$ cat src/rtl/core/tlvmff_pkg.sv
package tlvmff_pkg;

  localparam int DEF_MAX_MESSAGE_BYTES = 4096;
  localparam int DEF_HEADER_BYTES      = 7;

  localparam logic [7:0] TARGET_RESET = 8'h02;
  localparam int         WORD_BYTES   = 4;

  localparam int OFFSET_W = 12;
  localparam int LENGTH_W = 16;
  localparam int VWORD_W  = 8 * WORD_BYTES;
  localparam int OUT_W    = 64;

  typedef enum logic [2:0] {
    PH_HEADER  = 3'd0,
    PH_TYPE    = 3'd1,
    PH_LEN_LO  = 3'd2,
    PH_LEN_HI  = 3'd3,
    PH_SKIP    = 3'd4,
    PH_CAPTURE = 3'd5,
    PH_DONE    = 3'd6
  } phase_t;

  typedef struct packed {
    logic                too_long;
    logic                word_valid;
    logic [VWORD_W-1:0]  value_word;
    logic [LENGTH_W-1:0] value_length;
    logic [OFFSET_W-1:0] value_offset;
    logic                found;
  } result_t;

endpackage

$ cat src/rtl/core/tlv_message_field_finder.sv
// Latency: the result word is shown on the cycle after the last message byte is accepted.
// Throughput: one message byte per cycle while in_tready is high, one parser update per byte.
// The output register holds one result, and a new byte is taken while it is read out.
// Reset (rst_n low, synchronous) clears the parser and output valid and sets the target type to 2.
module tlv_message_field_finder
  import tlvmff_pkg::*;
#(
  parameter int MAX_MESSAGE_BYTES = DEF_MAX_MESSAGE_BYTES,
  parameter int HEADER_BYTES      = DEF_HEADER_BYTES
) (
  input  logic             clk,
  input  logic             rst_n,
  input  logic             in_tvalid,
  output logic             in_tready,
  input  logic [7:0]       in_tdata,   // [7:0] data_byte
  input  logic             in_tlast,   // last_byte
  output logic             out_tvalid,
  input  logic             out_tready,
  // [0] found, [12:1] value_offset, [28:13] value_length, [60:29] value_word,
  // [61] word_valid, [62] too_long, [63] zero
  output logic [OUT_W-1:0] out_tdata,
  input  logic             cfg_valid,
  output logic             cfg_ready,
  input  logic [7:0]       cfg_data
);

  localparam int POS_W = $clog2(MAX_MESSAGE_BYTES + 1);
  localparam int END_W = ((POS_W > LENGTH_W) ? POS_W : LENGTH_W) + 1;
  localparam logic [POS_W-1:0] POS_MAX = POS_W'(MAX_MESSAGE_BYTES);

  logic [7:0]          target_r;
  logic [POS_W-1:0]    pos_r, pos_stp, pos_nxt;
  phase_t              phase_r, phase_stp, phase_nxt, phase_eff;
  logic [7:0]          rtype_r, rtype_stp, rtype_nxt;
  logic [LENGTH_W-1:0] left_r, left_stp, left_nxt;
  logic                mseen_r, mseen_stp, mseen_nxt;
  logic [POS_W-1:0]    moff_r, moff_stp, moff_nxt;
  logic [LENGTH_W-1:0] mlen_r, mlen_stp, mlen_nxt;
  logic [END_W-1:0]    mend_r, mend_stp, mend_nxt;
  logic [VWORD_W-1:0]  word_r, word_stp, word_nxt;
  logic                ovf_r, ovf_stp, ovf_nxt;
  logic                out_valid_r, out_valid_nxt;
  result_t             res_r, res_nxt;

  logic                in_fire;
  logic                take;
  logic                hdr_pending;
  logic [LENGTH_W-1:0] len_full;
  logic [1:0]          cap_idx;
  logic [2:0]          cap_idx_p1;
  logic                cap_end;
  logic                found;

  assign in_fire     = in_tvalid && in_tready;
  assign in_tready   = !out_valid_r || out_tready;
  assign cfg_ready   = 1'b1;
  assign take        = (pos_r != POS_MAX);
  assign hdr_pending = (32'(pos_r) < HEADER_BYTES);
  assign phase_eff   = (phase_r == PH_HEADER && !hdr_pending) ? PH_TYPE : phase_r;
  assign len_full    = {in_tdata, left_r[7:0]};
  assign cap_idx     = 2'(pos_r - moff_r);
  assign cap_idx_p1  = {1'b0, cap_idx} + 3'd1;
  assign cap_end     = (cap_idx == 2'd3) || (mlen_r <= LENGTH_W'(cap_idx_p1));

  always_comb begin
    phase_stp = phase_r;
    if (take) begin
      case (phase_eff)
        PH_HEADER:  phase_stp = PH_HEADER;
        PH_TYPE:    phase_stp = PH_LEN_LO;
        PH_LEN_LO:  phase_stp = PH_LEN_HI;
        PH_LEN_HI: begin
          if (rtype_r == target_r) begin
            phase_stp = (len_full == '0) ? PH_DONE : PH_CAPTURE;
          end else begin
            phase_stp = (len_full == '0) ? PH_TYPE : PH_SKIP;
          end
        end
        PH_SKIP:    phase_stp = (left_r == LENGTH_W'(1)) ? PH_TYPE : PH_SKIP;
        PH_CAPTURE: phase_stp = cap_end ? PH_DONE : PH_CAPTURE;
        default:    phase_stp = phase_eff;
      endcase
    end
    phase_nxt = phase_r;
    if (in_fire) begin
      phase_nxt = in_tlast ? PH_HEADER : phase_stp;
    end
  end

  always_comb begin
    pos_stp   = pos_r;
    rtype_stp = rtype_r;
    left_stp  = left_r;
    mseen_stp = mseen_r;
    moff_stp  = moff_r;
    mlen_stp  = mlen_r;
    mend_stp  = mend_r;
    word_stp  = word_r;
    ovf_stp   = ovf_r;
    if (!take) begin
      ovf_stp = 1'b1;
    end else begin
      pos_stp = pos_r + POS_W'(1);
      case (phase_eff)
        PH_TYPE:   rtype_stp = in_tdata;
        PH_LEN_LO: left_stp  = LENGTH_W'(in_tdata);
        PH_LEN_HI: begin
          left_stp = len_full;
          if (rtype_r == target_r) begin
            mseen_stp = 1'b1;
            moff_stp  = pos_r + POS_W'(1);
            mlen_stp  = len_full;
            mend_stp  = END_W'(pos_r) + END_W'(1) + END_W'(len_full);
            word_stp  = '0;
          end
        end
        PH_SKIP:    left_stp = left_r - LENGTH_W'(1);
        PH_CAPTURE: word_stp = word_r | (VWORD_W'(in_tdata) << {cap_idx, 3'b000});
        default:    ;
      endcase
    end

    found = mseen_stp && (mend_stp <= END_W'(pos_stp));

    res_nxt.found        = found;
    res_nxt.value_offset = found ? OFFSET_W'(moff_stp) : '0;
    res_nxt.value_length = found ? mlen_stp : '0;
    res_nxt.value_word   = found ? word_stp : '0;
    res_nxt.word_valid   = found && (mlen_stp >= LENGTH_W'(WORD_BYTES));
    res_nxt.too_long     = ovf_stp;

    pos_nxt   = pos_r;
    rtype_nxt = rtype_r;
    left_nxt  = left_r;
    mseen_nxt = mseen_r;
    moff_nxt  = moff_r;
    mlen_nxt  = mlen_r;
    mend_nxt  = mend_r;
    word_nxt  = word_r;
    ovf_nxt   = ovf_r;
    if (in_fire) begin
      if (in_tlast) begin
        pos_nxt   = '0;
        rtype_nxt = '0;
        left_nxt  = '0;
        mseen_nxt = 1'b0;
        moff_nxt  = '0;
        mlen_nxt  = '0;
        mend_nxt  = '0;
        word_nxt  = '0;
        ovf_nxt   = 1'b0;
      end else begin
        pos_nxt   = pos_stp;
        rtype_nxt = rtype_stp;
        left_nxt  = left_stp;
        mseen_nxt = mseen_stp;
        moff_nxt  = moff_stp;
        mlen_nxt  = mlen_stp;
        mend_nxt  = mend_stp;
        word_nxt  = word_stp;
        ovf_nxt   = ovf_stp;
      end
    end

    out_valid_nxt = out_valid_r;
    if (in_fire && in_tlast) begin
      out_valid_nxt = 1'b1;
    end else if (out_tready) begin
      out_valid_nxt = 1'b0;
    end
  end

  always_comb begin
    out_tvalid = out_valid_r;
    out_tdata  = OUT_W'(res_r);
  end

  always_ff @(posedge clk) begin
    if (!rst_n) begin
      target_r    <= TARGET_RESET;
      pos_r       <= '0;
      phase_r     <= PH_HEADER;
      rtype_r     <= '0;
      left_r      <= '0;
      mseen_r     <= 1'b0;
      moff_r      <= '0;
      mlen_r      <= '0;
      mend_r      <= '0;
      word_r      <= '0;
      ovf_r       <= 1'b0;
      out_valid_r <= 1'b0;
    end else begin
      if (cfg_valid && cfg_ready) begin
        target_r <= cfg_data;
      end
      pos_r       <= pos_nxt;
      phase_r     <= phase_nxt;
      rtype_r     <= rtype_nxt;
      left_r      <= left_nxt;
      mseen_r     <= mseen_nxt;
      moff_r      <= moff_nxt;
      mlen_r      <= mlen_nxt;
      mend_r      <= mend_nxt;
      word_r      <= word_nxt;
      ovf_r       <= ovf_nxt;
      out_valid_r <= out_valid_nxt;
    end
  end

  always_ff @(posedge clk) begin
    if (in_fire && in_tlast) begin
      res_r <= res_nxt;
    end
  end

endmodule

$ cat config.mk
export PLATFORM = sky130hd
export DESIGN_NAME = tlv_message_field_finder
export DESIGN_NICKNAME = d
export VERILOG_FILES = /design/src/rtl/core/tlvmff_pkg.sv /design/src/rtl/core/tlv_message_field_finder.sv
export SDC_FILE = /design/constraint.sdc
export NUM_CORES = 1
export LEC_CHECK = 0
export ABC_AREA = 1
export BUFFER_PORTS_ARGS = -buffer_cell sky130_fd_sc_hd__buf_2
export CAP_MARGIN = 0
export CORE_UTILIZATION = 59
export DETAILED_ROUTE_END_ITERATION = 10
export HOLD_SLACK_MARGIN = 0.05
export PLACE_DENSITY = 0.79
export SYNTH_ARGS = -nofsm -noshare
export SYNTH_HDL_FRONTEND = slang
export SYNTH_SLANG_ARGS = --single-unit
export TNS_END_PERCENT = 50
$ cat constraint.sdc
create_clock -name clk -period 9.8 [get_ports clk]
set_input_delay 0.49 -clock clk [delete_from_list [all_inputs] [get_ports clk]]
set_output_delay 0.49 -clock clk [all_outputs]
set_load 0.02 [all_outputs]
* Word-level counts from Yosys, hierarchy flattened
Cells that the tools add are included.
Storage, ports and cells: bits in registers 191, output and inout port bits 67
Cells by class: add/sub/neg operators 6, order comparisons 4, eq/ne operators 10, shifts and indexed selects 1, muxes and demuxes 41, bitwise logic cells 1, reduce and logical (&&, ||, !) cells 21
Operator list (number):
- 16-bit 2-to-1 mux | 6
- 32-bit 2-to-1 mux | 3
- 13-bit 2-to-1 mux | 6
- 17-bit 2-to-1 mux | 4
- 32-bit one-hot mux with 2 select lines | 1
- 16-bit one-hot mux with 3 select lines | 1
- 32-bit OR | 1
- 8-bit by 5-bit << shifter with 32-bit output | 1
- 8-bit 2-to-1 mux | 3
- 3-bit 2-to-1 mux | 6
- 3-bit one-hot mux with 6 select lines | 1
- 14-bit by 16-bit adder with 17-bit output | 1
- 17-bit by 13-bit <= comparator with 1-bit output | 1
- 16-bit by 1-bit == test with 1-bit output (second input constant) | 1
- 16-bit by 3-bit greater-or-equal comparator with 1-bit output (second input constant) | 1
- 16-bit by 3-bit <= comparator with 1-bit output | 1
- 16-bit zero test | 1
- 16-bit by 1-bit subtractor with 16-bit output (second input constant) | 1
- 13-bit by 1-bit adder with 14-bit output (second input constant) | 1
- 13-bit by 1-bit adder with 13-bit output (second input constant) | 1
- 13-bit by 3-bit less-than comparator with 1-bit output (second input constant) | 1
- 13-bit inequality test (second input constant) | 1
- 8-bit == test | 1
- 1-bit 2-to-1 mux | 8
- 18 further kinds | 31

* Logic depth before layout (Yosys ltp)
depth in word-level cells 10, mapped depth 27

* Least setup slack after synthesis
OpenSTA, ideal clock, no wires.
path kind input to register, from input port out_tready, to register left_r[10], library setup time 132 ps, arrival time 4701 ps, setup slack 4967 ps, cell stages on the path 9, path buffers 1, path through inv_1 -> nand2_1 -> nand2_2 -> nor2_1 -> nor2_1 -> or2_2 -> buf_2 -> nand2_1 -> a21oi_1
On the way: longest elaborated chain between the ends 3
RTL lines:
- from (decl) | line tlv_message_field_finder.sv:18 | input logic out_tready,
- 1-bit logical OR | line tlv_message_field_finder.sv:55 | assign in_tready = !out_valid_r || out_tready;
- net in_tready | line tlv_message_field_finder.sv:14 | output logic in_tready,
- 1-bit logical AND | line tlv_message_field_finder.sv:54 | assign in_fire = in_tvalid && in_tready;
- 3-bit AND reduction (no source line)
- to (signal assigned) | line tlv_message_field_finder.sv:199 | left_r <= left_nxt;
- to (decl) | line tlv_message_field_finder.sv:35 | logic [LENGTH_W-1:0] left_r, left_stp, left_nxt;
The timed path passes the listed nets, and every way through them passes these cells. A chain may end at the register's enable or synchronous reset.

* Final worst setup path
from register pos_r[0], to register res_r, in the netlist out_tdata[24] (data pin)
On the way: longest elaborated chain between the ends 9, elaborated cells on any way between the ends 19, those cells by class add/sub (3); order compare (2); eq/ne (2); mux (9); reduce/logical (3)
RTL lines:
- from (decl) | line tlv_message_field_finder.sv:32 | logic [POS_W-1:0] pos_r, pos_stp, pos_nxt;
- from (signal assigned) | line tlv_message_field_finder.sv:196 | pos_r <= pos_nxt;
- parallel branches: the longest is 9 deep, another holds 14-bit by 16-bit adder with 17-bit output
- to (signal assigned) | line tlv_message_field_finder.sv:212 | res_r <= res_nxt;
- to (decl) | line tlv_message_field_finder.sv:43 | result_t res_r, res_nxt;
Parallel ways; which one is timed is not known.

==> impl_metrics.py <==
metrics = {
    "min_path": {
        "hold_path.class": "primary input to flip-flop",
    },
    "global_route": {
        "first_global_vias": 8686,
        "grt.total_usage_pct": 30.42,
        "grt_pass1_wl_um": 43260,
        "grt_antenna_before_repair": 0,
        "overflow": 0,
        "grt_max_degree": 91,
    },
    "place": {
        "place_ws_ns": 5.354,
        "place_congestion": 0.9698,
        "portBuffers": 86,
        "placed_area_um2": 10960,
        "dp.cells": 1728,
        "place_hpwl_um": 18620,
    },
    "sta": {
        "finalHoldViolations": 0,
        "clock_skew_ns": 0.01208,
        "slew_violations": 0,
        "fin_crit_ns": 4.529,
        "rsz0062_at_grt": "no",
        "fin_setup_tns_ns": 0,
        "worst_slack_ns": 5.271,
        "relSlewSlack_pct": 32.88,
        "period_share_pct": 46.22,
        "holdWs_ns": 0.2688,
        "fmax_mhz": 220.8,
        "worst_pin_slew_ns": 1.007,
        "final-setup-viol-count": 0,
    },
    "floorplan": {
        "start_util_pct": 60.54,
        "fp-row-count": 48,
        "coreArea_um2": 17300,
        "fp.dieW_um": 135.2,
        "die_area_um2": 18280,
        "die_h_um": 135.2,
        "pin_count": 89,
    },
    "critical_path": {
        "startpoint": "pos_r[0]$_SDFFE_PN0P_",
        "critPathCapture": "out_tdata[24]$_SDFFCE_PN0P_",
        "slowest_delay_ns": 0.62,
        "cp_num_cells": 23,
        "cp.buffers_inverters": 2,
        "crit_slowest_cell": "nand3_4",
        "reg2reg_to": "out_tdata[24]$_SDFFCE_PN0P_",
        "critPathTopFamily": "simple AND/OR/NAND/NOR gates",
        "cp_max_fo": 62,
        "critPathLaunchType": "flip-flop",
        "r2r_slack_ns": 5.27,
        "reg2reg_depth": 23,
        "r2r_start": "pos_r[0]$_SDFFE_PN0P_",
        "cp.required_ns": 10.05,
        "crit_chain": "inv_1 -> ha_1 -> nand3_1 -> nor2_1 -> nand2_2 -> nand3_2 -> buf_4 -> nand2_1 -> o21ai_0 -> ha_1 -> nand2_1 -> nand2_1 -> nand2_1 -> nand2_1 -> nand2_1 -> nand4_1 -> nand2_1 -> nand2_1 -> nand2_1 -> nand2_1 -> nor2_1 -> nand3_4 -> nor2_1",
        "critPathArrivalTime_ns": 4.78,
        "path_class": "flip-flop to flip-flop",
        "worst_setup_path_end_kind": "flip-flop",
        "crit_top_cell": "nand2_1",
    },
    "pwr": {
        "seq_power_share_pct": 49.8,
        "switching_share_pct": 25.30,
        "peakVddDrop_mv": 0.1354,
        "p_int_mw": 1.247,
        "p_leak_nw": 4.648,
        "power_frac_clock_pct": 44.3,
        "combPwrFrac_pct": 6.0,
        "p_switching_mw": 0.4223,
        "powerDensity_nw_per_um2": 144.0,
        "power_mw": 1.669,
    },
    "detailed_routing": {
        "antenna_left": 0,
        "drt_iter0_markers": 932,
        "vias_per_cell": 5.494,
        "vias": 9670,
        "wl_per_cell_um": 15.30,
        "dr.pass1.iters": 6,
        "drt_wl_total_um": 26940,
        "drc": 0,
    },
    "clocking": {
        "cts_buffer_depth": 2,
        "htreeDepth": 4,
        "post_cts_resized": 0,
        "clock_sinks": 191,
        "cts_made_buffers": 17,
        "root_buffer": "clkbuf_16",
        "clk_pin_slew_worst_paths_ns": 0.08,
        "clk_latency_ns": 0.45,
        "cts_tree": "built",
        "postCtsSetupRepairBufs": 0,
        "hold_buffers": 0,
    },
    "synth": {
        "ys_warn_count": 0,
        "ys_seq_area_share_pct": 42.54,
        "synth_top_area_cell": "dfxtp_1",
        "synth_fp_nets": 1526,
        "synth_seq_cells": 191,
        "synth_cells": 1466,
        "postSynthAreaPerCell_um2": 7.143,
        "netlist.area_leader.share_pct": 24.47,
        "synthesis.area_um2": 10470,
        "yosys-top-cells-area": "dfxtp_1, edfxtp_1, nand2_1",
        "ys_types": 42,
    },
    "final_layout": {
        "fin_area_um2": 11590,
        "n_antenna_cell": 0,
        "synthToLayoutAreaGrowth_pct": 10.68,
        "final_nets": 1582,
        "drive_gt1_share_pct": 12.12,
        "final_cells": 1760,
        "utilization_pct": 67.01,
        "n_fill_cell": 1468,
    },
    "outcome": {
        "status": "completed",
    },
    "job": {
        "cap_violations": 0,
    },
}
worst reg2reg max path, cell delays in order, from the launching register on:
cell and delay [ns]:
dfxtp_1 0.37, inv_1 0.16, ha_1 0.20, nand3_1 0.08
nor2_1 0.13, nand2_2 0.15, nand3_2 0.30, buf_4 0.57
nand2_1 0.11, o21ai_0 0.13, ha_1 0.29, nand2_1 0.07
nand2_1 0.04, nand2_1 0.05, nand2_1 0.05, nand2_1 0.06
nand4_1 0.09, nand2_1 0.07, nand2_1 0.05, nand2_1 0.06
nand2_1 0.05, nor2_1 0.18, nand3_4 0.62, nor2_1 0.47
cell type report:
class                      instances  area, um^2  area share, %
tap                              225       281.5          2.429
clock buffer                      18       439.2          3.789
inverter                         185       695.7          6.002
timing repair buffer              92       475.5          4.102
clock inverter                    14       192.7          1.663
sequential                       191        4454          38.43
multi-input combinational       1035        5051          43.58
synthesized netlist by cell type:
| library cell | instances |
|---|---|
| conb_1 | 2 |
| nor3_2 | 2 |
| nand2_2 | 3 |
| a21o_1 | 2 |
| dfxtp_1 | 128 |
| edfxtp_1 | 63 |
| a211oi_1 | 1 |
| or2_2 | 10 |
| xnor2_1 | 11 |
| nor2_8 | 1 |
| a21boi_0 | 2 |
| o22ai_1 | 20 |
| nor2_4 | 3 |
| buf_6 | 6 |
| a21oi_1 | 135 |
| buf_2 | 10 |
| nand2_1 | 450 |
| nand3_1 | 51 |
| xor2_1 | 14 |
| buf_1 | 7 |
| and3_1 | 1 |
| nor2_2 | 31 |
| buf_4 | 4 |
| o21ai_0 | 81 |
| o21ai_1 | 4 |
| o2111ai_1 | 1 |
| fa_1 | 1 |
| or2_1 | 1 |
| o221ai_1 | 1 |
| clkbuf_1 | 28 |
| o32ai_1 | 3 |
| nor3_1 | 10 |
| nor3b_1 | 2 |
| inv_1 | 178 |
| nand4_1 | 12 |
| nor2_1 | 135 |
| a22oi_1 | 1 |
| nor4_1 | 3 |
| ha_1 | 37 |
| nand3_2 | 3 |
| inv_2 | 7 |
| nand3_4 | 1 |
worst min-delay path by stage:
stage / startpoint / to / slack, ns / depth (start not counted)
3_5_place_dp: mend_r[10]$_SDFFE_PN0P_ / mend_r[10]$_SDFFE_PN0P_ / 0.45 / 2
2_1_floorplan: mseen_r$_SDFFE_PN0P_ / mseen_r$_SDFFE_PN0P_ / 0.43 / 2
5_1_grt: cfg_valid / target_r[1]$_SDFFE_PN1P_ / 0.29 / 2
3_3_place_gp: mseen_r$_SDFFE_PN0P_ / mseen_r$_SDFFE_PN0P_ / 0.45 / 2
4_1_cts: cfg_valid / target_r[1]$_SDFFE_PN1P_ / 0.27 / 2
6_report: cfg_valid / target_r[1]$_SDFFE_PN1P_ / 0.27 / 2
state kept, by name, indices dropped and copies added, names as in the netlist:
signal	cells
out_tdata	63
word_r	32
mend_r	17
left_r	16
mlen_r	16
pos_r	13
moff_r	12
rtype_r	8
target_r	8
phase_r	3
mseen_r	1
out_tvalid	1
ovf_r	1
layout by cell type (no fill, tap or decap), types with 11 or more instances in the layout:
cell type,n
a21oi_1,135
buf_2,86
clkbuf_16,17
dfxtp_1,128
edfxtp_1,63
ha_1,37
inv_1,178
nand2_1,450
nand3_1,51
nand4_1,12
nor2_1,134
nor2_2,31
o21ai_0,81
o22ai_1,20
xnor2_1,11
xor2_1,14
logic make-up after synthesis:
kind of cell	after synthesis	synth area share, %
buffers and inverters	240	9.296
and+or+nand+nor	719	28.83
DFF	191	42.54
other	2	0.07172
xor gates and xnor gates	25	2.091
adders and majority gates	38	4.612
AOI/OAI and AO/OA	251	12.56
power by group through the flow:
stage          Clock (mW)  Sequential, mW  Combinational [mW]
5_1_grt             0.771           0.832               0.109
6_report            0.739           0.830              0.0998
2_1_floorplan           0           0.862              0.0517
3_3_place_gp            0           0.849              0.0980
4_1_cts             0.739           0.831              0.0987
3_5_place_dp            0           0.849              0.0985
metal layers:
layer  track usage (%)  vias up  share of wire [%]
met3             5.462       77                7.7
met2             48.86      437                 46
met5                 0        -                  0
met4             13.55        0                3.6
li1                  -     4808                  -
met1             39.99     4348                 43
Power figures use the tool's default switching activity.
